[config.mk]
export PLATFORM = sky130hd
export DESIGN_NAME = drrip_ctrl
export DESIGN_NICKNAME = d
export VERILOG_FILES = /design/src/rtl/core/drrip_pkg.sv /design/src/rtl/core/drrip_ctrl.sv
export SDC_FILE = /design/constraint.sdc
export NUM_CORES = 1
export LEC_CHECK = 0
export ABC_CLOCK_PERIOD_IN_PS = 2900
export BUFFER_PORTS_ARGS = -buffer_cell sky130_fd_sc_hd__buf_2
export CORE_MARGIN = 3
export CORE_UTILIZATION = 52
export DETAILED_ROUTE_END_ITERATION = 7
export PLACE_DENSITY_LB_ADDON = 0.1
export SYNTH_ARGS = -nofsm -noshare
export SYNTH_HDL_FRONTEND = slang
export SYNTH_SLANG_ARGS = --single-unit
[constraint.sdc]
create_clock -name i_clk -period 2.9 [get_ports i_clk]
set_clock_uncertainty 0.2 [all_clocks]
set_input_delay 0.435 -clock i_clk [delete_from_list [all_inputs] [get_ports i_clk]]
set_output_delay 0.435 -clock i_clk [all_outputs]
set_load 0.005 [all_outputs]
[src/rtl/core/drrip_pkg.sv]
// ----------------------------------------------------------------------------
// drrip_pkg
// Shared sizes, codes and controller/datapath command types of the DRRIP
// replacement engine.
// ----------------------------------------------------------------------------
package drrip_pkg;

    localparam int SETS        = 2048;
    localparam int WAYS        = 16;
    localparam int LEADER_SETS = 64;
    localparam int SEL_W       = 10;
    localparam int RRPV_W      = 2;
    localparam int ADDR_W      = 48;

    localparam int SET_W    = $clog2(SETS);
    localparam int WAY_W    = $clog2(WAYS);
    localparam int STRIDE_W = ADDR_W + 1;
    localparam int DEAD_W   = 2;
    localparam int CONF_W   = 2;
    localparam int SEED_W   = 16;
    localparam int BIM_W    = 5;
    localparam int STRM_W   = 1 + CONF_W + STRIDE_W + ADDR_W;

    localparam logic [RRPV_W-1:0] RRPV_TOP    = '1;
    localparam logic [DEAD_W-1:0] DEAD_FULL   = 2'd3;
    localparam logic [CONF_W-1:0] CONF_TOP    = 2'd3;
    localparam logic [CONF_W-1:0] CONF_STREAM = 2'd2;
    localparam logic [SEL_W-1:0]  SEL_TOP     = '1;
    localparam logic [SEL_W-1:0]  SEL_MID     = SEL_W'(1 << (SEL_W - 1));
    localparam logic [SEED_W-1:0] SEED_RESET  = 16'd44257;
    localparam logic [SEED_W-1:0] LFSR_TAPS   = 16'hB400;

    localparam logic [1:0] REASON_INVALID = 2'd0;
    localparam logic [1:0] REASON_DEAD    = 2'd1;
    localparam logic [1:0] REASON_RRIP    = 2'd2;

    typedef enum logic [1:0] {
        KIND_QUERY  = 2'd0,
        KIND_UPDATE = 2'd1,
        KIND_TICK   = 2'd2,
        KIND_NONE   = 2'd3
    } t_kind;

    typedef enum logic [1:0] {
        OP_CLEAR  = 2'd0,
        OP_QUERY  = 2'd1,
        OP_UPDATE = 2'd2,
        OP_TICK   = 2'd3
    } t_op;

    typedef struct packed {
        logic             load;
        logic             rd;
        logic             wr_rrpv;
        logic             wr_dead;
        logic             wr_strm;
        logic             sweep;
        t_op              op;
        logic             out_load;
        logic [SET_W-1:0] sweep_addr;
    } t_cmd;

    typedef struct packed {
        logic out_free;
    } t_status;

endpackage

[src/rtl/core/drrip_ctrl.sv]
// ----------------------------------------------------------------------------
// drrip_ctrl
// Sequencer: reset clearing sweep, query and update read-modify-write, and
// the dead-counter decay sweep.
// ----------------------------------------------------------------------------
module drrip_ctrl (
    input  logic              i_clk,
    input  logic              i_rst_n,
    input  logic              i_valid,
    input  logic [1:0]        i_kind,
    output logic              o_ready,
    input  drrip_pkg::t_status i_status,
    output drrip_pkg::t_cmd    o_cmd
);
    import drrip_pkg::*;

    typedef enum logic [7:0] {
        ST_CLEAR = 8'b0000_0001,
        ST_IDLE  = 8'b0000_0010,
        ST_Q_RD  = 8'b0000_0100,
        ST_Q_EXE = 8'b0000_1000,
        ST_U_RD  = 8'b0001_0000,
        ST_U_EXE = 8'b0010_0000,
        ST_T_RD  = 8'b0100_0000,
        ST_T_WR  = 8'b1000_0000
    } t_state;

    t_state           r_state, n_state;
    logic [SET_W-1:0] r_sweep, n_sweep;
    logic             sweep_last;
    logic             accept;

    assign sweep_last = (r_sweep == SET_W'(SETS - 1));
    assign o_ready    = (r_state == ST_IDLE);
    assign accept     = i_valid && o_ready;

    // next state and commands
    always_comb begin
        n_state = r_state;
        n_sweep = r_sweep;
        o_cmd   = '0;
        o_cmd.sweep_addr = r_sweep;
        o_cmd.op = OP_CLEAR;
        unique case (r_state)
            ST_CLEAR: begin
                o_cmd.sweep   = 1'b1;
                o_cmd.wr_rrpv = 1'b1;
                o_cmd.wr_dead = 1'b1;
                o_cmd.wr_strm = 1'b1;
                n_sweep = r_sweep + 1'b1;
                if (sweep_last) n_state = ST_IDLE;
            end
            ST_IDLE: begin
                o_cmd.load = accept;
                if (accept) begin
                    unique case (t_kind'(i_kind))
                        KIND_QUERY:  n_state = ST_Q_RD;
                        KIND_UPDATE: n_state = ST_U_RD;
                        KIND_TICK: begin
                            n_state = ST_T_RD;
                            n_sweep = '0;
                        end
                        default:     n_state = ST_IDLE;
                    endcase
                end
            end
            ST_Q_RD: begin
                o_cmd.rd = 1'b1;
                n_state  = ST_Q_EXE;
            end
            ST_Q_EXE: begin
                // hold until the output register can take the result
                o_cmd.op       = OP_QUERY;
                o_cmd.out_load = i_status.out_free;
                o_cmd.wr_rrpv  = i_status.out_free;
                if (i_status.out_free) n_state = ST_IDLE;
            end
            ST_U_RD: begin
                o_cmd.rd = 1'b1;
                n_state  = ST_U_EXE;
            end
            ST_U_EXE: begin
                o_cmd.op      = OP_UPDATE;
                o_cmd.wr_rrpv = 1'b1;
                o_cmd.wr_dead = 1'b1;
                o_cmd.wr_strm = 1'b1;
                n_state = ST_IDLE;
            end
            ST_T_RD: begin
                o_cmd.sweep = 1'b1;
                o_cmd.rd    = 1'b1;
                n_state     = ST_T_WR;
            end
            ST_T_WR: begin
                o_cmd.sweep   = 1'b1;
                o_cmd.op      = OP_TICK;
                o_cmd.wr_dead = 1'b1;
                n_sweep = r_sweep + 1'b1;
                n_state = sweep_last ? ST_IDLE : ST_T_RD;
            end
            default: n_state = ST_CLEAR;
        endcase
    end

    // state and sweep counter
    always_ff @(posedge i_clk) begin
        if (!i_rst_n) begin
            r_state <= ST_CLEAR;
            r_sweep <= '0;
        end else begin
            r_state <= n_state;
            r_sweep <= n_sweep;
        end
    end

    a_out_free: assert property (@(posedge i_clk) disable iff (!i_rst_n)
        o_cmd.out_load |-> i_status.out_free)
        else $error("result loaded while output register busy");

    a_tick_pair: assert property (@(posedge i_clk) disable iff (!i_rst_n)
        (r_state == ST_T_WR) |-> ($past(r_state) == ST_T_RD))
        else $error("decay write without preceding read");

    a_upd_done: assert property (@(posedge i_clk) disable iff (!i_rst_n)
        (r_state == ST_U_EXE) |=> (r_state == ST_IDLE))
        else $error("update did not return to idle");

endmodule

Yosys cells after proc, flatten, opt, wreduce, memory -nomap -nowiden
Index checks and enable logic that the tools add are counted.

storage, ports and cells
  bits of input ports = 6
  register bits = 19

operators by class
  equal/unequal tests = 15
  multiplexer cells = 17
  add/subtract/negate cells = 1
  reduce and logical (&&, ||, !) cells = 10

operator list
  operator                                                number
  one-hot mux 8 bit (8 select lines)                      1
  2-to-1 mux 8 bit                                        3
  2-to-1 mux 11 bit                                       2
  one-hot mux 11 bit (2 select lines)                     1
  one-hot mux 7 bit (3 select lines)                      1
  adder 11 x 1 -> 11 bit (second input constant)          1
  equality test 11 bit (second input constant)            1
  OR reduction 3 bit                                      3
  equality test 8 x 1 -> 1 bit (second input constant)    1
  equality test 8 x 2 -> 1 bit (second input constant)    1
  equality test 8 x 3 -> 1 bit (second input constant)    1
  equality test 8 x 4 -> 1 bit (second input constant)    1
  equality test 8 x 5 -> 1 bit (second input constant)    1
  equality test 8 x 6 -> 1 bit (second input constant)    1
  equality test 8 x 7 -> 1 bit (second input constant)    1
  equality test 8 bit (second input constant)             1
  2-to-1 mux 7 bit                                        1
  2-to-1 mux 1 bit                                        6
  one-hot mux 2 bit (3 select lines)                      1
  AND reduction 3 bit                                     2
  inequality test 2 x 1 -> 1 bit (second input constant)  2
  inequality test 2 bit (second input constant)           2
  OR reduction 2 bit                                      2
  equality test 2 x 1 -> 1 bit (second input constant)    1
  other kinds (5)                                         5

Longest topological paths before layout
  depth after elaboration = 4
  depth in mapped cells = 8

Worst setup path before layout
No wires, ideal clock.

  path kind = flip-flop to output port
  start = register r_state[2]
  end = output o_cmd[14] (netlist name)
  setup slack = 699 ps
  path buffers = 2
  cell stages (with the launch flop) = 6
  data arrival time = 1566 ps
  cell sequence = dfxtp_1 > or4_4 > buf_6 > nor4_4 > buf_4 > a41o_1

RTL lines
  item                    line               RTL
  from (decl)             drrip_ctrl.sv:28   t_state r_state, n_state;
  from (signal assigned)  drrip_ctrl.sv:111  r_state <= n_state;
  to (decl)               drrip_ctrl.sv:13   output drrip_pkg::t_cmd o_cmd

==> flow_summary.ini <==
[clocking]
root_buffer = clkbuf_4
postCtsSetupRepairBufs = 0
clk_pin_slew_worst_paths_ns = 0.12
clock-sinks = 19
cts_tree = done
h-tree-depth = 1
cts.path.max_buffers = 2
clock_latency_ns = 0.30
cts_buffers = 3

[timing]
slew_violations = 0
period_needed_ns = 2.72
setup_ws_ns = 0.177
hold_viol = 0
setup_violations = 0
fin_setup_tns_ns = 0
worst_pin_slew_ns = 0.591
relSlewSlack_pct = 60.3
timing.fmax_mhz = 367
rsz0062_at_grt = no
post-route-period-util_pct = 93.9

[yosys]
async_flop_share_pct = 0
synthCells = 135
synth_area_sq_um = 1120
synthTopCellsByCount = nor2_1, dfxtp_1, xor2_1, inv_1, o21ai_0
synth_area_leader_cell = dfxtp_1
synthFlopType = dfxtp_1
yosysUniqueCellTypes = 41
ys_warn_count = 0
synth-edff-count = 0
ys_ff_latch = 19
avgSynthCellArea_sq_um = 8.27
ys_top_cells_by_area = dfxtp_1, nor2_1, xor2_1, xnor2_1, nor4_1
yosysMostFrequentCell = nor2_1
synth_seq_area_share_pct = 34.1
synth_top_cell_area_share_pct = 34.1
syn_nets = 142

[setup_path]
crit_type = reg -> out
crit_fanout = 12
path_cells = or4_4 -> nor4_4 -> a41o_1 -> buf_2
slowest_delay_ns = 0.64
slowest_stage = or4_4
crit_required_ns = 2.27
endpoint_kind = primary output
crit_path_start_kind = register
arrival_ns = 2.09

[cells_and_area]
n_antenna_cell = 0
layout-drive-gt1-share_pct = 21.7
fin_nets = 165
nFillCells = 205
syn2layout_area_growth_pct = 13.1

[route]
wl_um = 2580
vias_per_cell = 5.88
drt_iter0_drc = 45
wl_per_cell_um = 14.0
ant_nets = 0
drc_errors = 0
vias = 1082
first_pass_iters = 4

[place]
gp_congestion = 0.885
port_buffers = 26
hpwl_um = 1990
post-place-ws_ns = 0.478

[status]
status = finished clean

[floorplan]
die-area_sq_um = 2740
start_util_pct = 55.7
core_area_sq_um = 2000
rows = 16
die_width_um = 52.3
die_h_um = 52.3
ios = 27

[global_route]
grt_usage_pct = 21.2
grt_first_pass_wirelength_um = 4310
grt_pass1_vias = 946
grt_overflow = 0
antenna_found_initial = 0
met1_usage_pct = 29.2
grt_use_met3_pct = 3.99
grt_use_met2_pct = 30.6
grt_max_degree = 13
busiest_layer = met2

[worst_hold_path]
hp-class = in -> reg

[pwr]
p_leak_nw = 0.537
peakVddDrop_uv = 213
p_per_area_nw_per_um2 = 342

[flow_run]
cap_violations = 0
area by class of cell:
class	count	area (sq um)	area share [%]
clock buffer	3	22.5	1.78
clock inverter	1	5.00	0.396
inverter	7	26.3	2.08
multi-input combinational	101	664	52.6
sequential	19	380	30.1
tap	27	33.8	2.68
timing repair buffer	26	130	10.3
state kept, by name (all words and copies together), names as in the netlist:
register	count
r_state	8
r_sweep	11
final timing paths:
| path | from | to | slack, ns | depth (start not counted) |
|---|---|---|---|---|
| max | r_state[2] | o_cmd[14] | 0.18 | 4 |
| max reg2reg | r_state[1] | r_sweep[5] | 0.46 | 5 |
| min reg2reg | r_sweep[5] | r_sweep[5] | 0.33 | 2 |
| min | i_kind[0] | r_state[2] | 0.13 | 2 |
cells in the final DEF (no fill, tap or decap), types with 2 or more instances in the layout:
master and n:
buf_2 26, nor2_1 23, dfxtp_1 19, xor2_1 9, inv_1 7, o21ai_0 6
nor4_1 5, nand2_1 5, xnor2_1 4, nor3_1 4, a21oi_1 4, nand3_1 3
nand4_1 3, o2111ai_1 3, o211ai_1 3, clkbuf_4 3, or4b_1 2, or3_1 2
and2_1 2, nand3b_1 2, nor3b_1 2, and4_1 2
worst max-delay path: cells and delay by family, from the launching register on:
family	cells	cell delay (ns)
compound gates	1	0.17
buf+inv	1	0.11
flops	1	0.38
simple gates	2	1.12
power breakdown:
group	switching, W	internal [W]	leakage, nW
registers	0.00000416	0.000264	0.154
clock network	0.0000873	0.0000514	0.0177
logic	0.0000140	0.0000109	0.366
total	0.000105	0.000327	0.537
per-stage QoR:
stage / instance area [sq um] / hold WS [ns] / instances / power (W) / util, %
final: 1260 / 0.125 / 184 / 0.000432 / 63.1
after global routing: 1260 / 0.125 / 184 / 0.000452 / 63.1
after CTS: 1260 / 0.129 / 184 / 0.000433 / 63.1
after global placement: 1230 / 0.307 / 180 / 0.000299 / 61.7
after detailed placement: 1230 / 0.316 / 180 / 0.000299 / 61.7
after floorplan: 1120 / 0.289 / 135 / 0.000288 / -
routing by layer:
metal  up-vias  wire length (um)  part of all wire, %
met5         -                 0                    0
met3         8               198                  7.7
met2        50              1140                   44
met4         0                56                  2.2
met1       494              1190                   46
li1        530                 -                    -
what timing repair did:
| action | in CTS | in global routing |
|---|---|---|
| resized for setup | 0 | 0 |
| endpoints found under the setup margin | 0 | 1 |
| hold buffers | 0 | 0 |
kinds of logic (layout without fill, tap and decap cells):
group	Yosys count	after routing	synth area share, %
multiplexers	1	1	0.897
XOR/XNOR	13	13	10.2
adder cells (fa/ha/maj)	1	1	1.12
AO/OA/AOI/OAI	21	21	12.7
AND/OR/NAND/NOR	65	65	34.6
buffers and inverters	15	37	6.39
flip-flops	19	19	34.1
(Power assumes the default switching activity.)
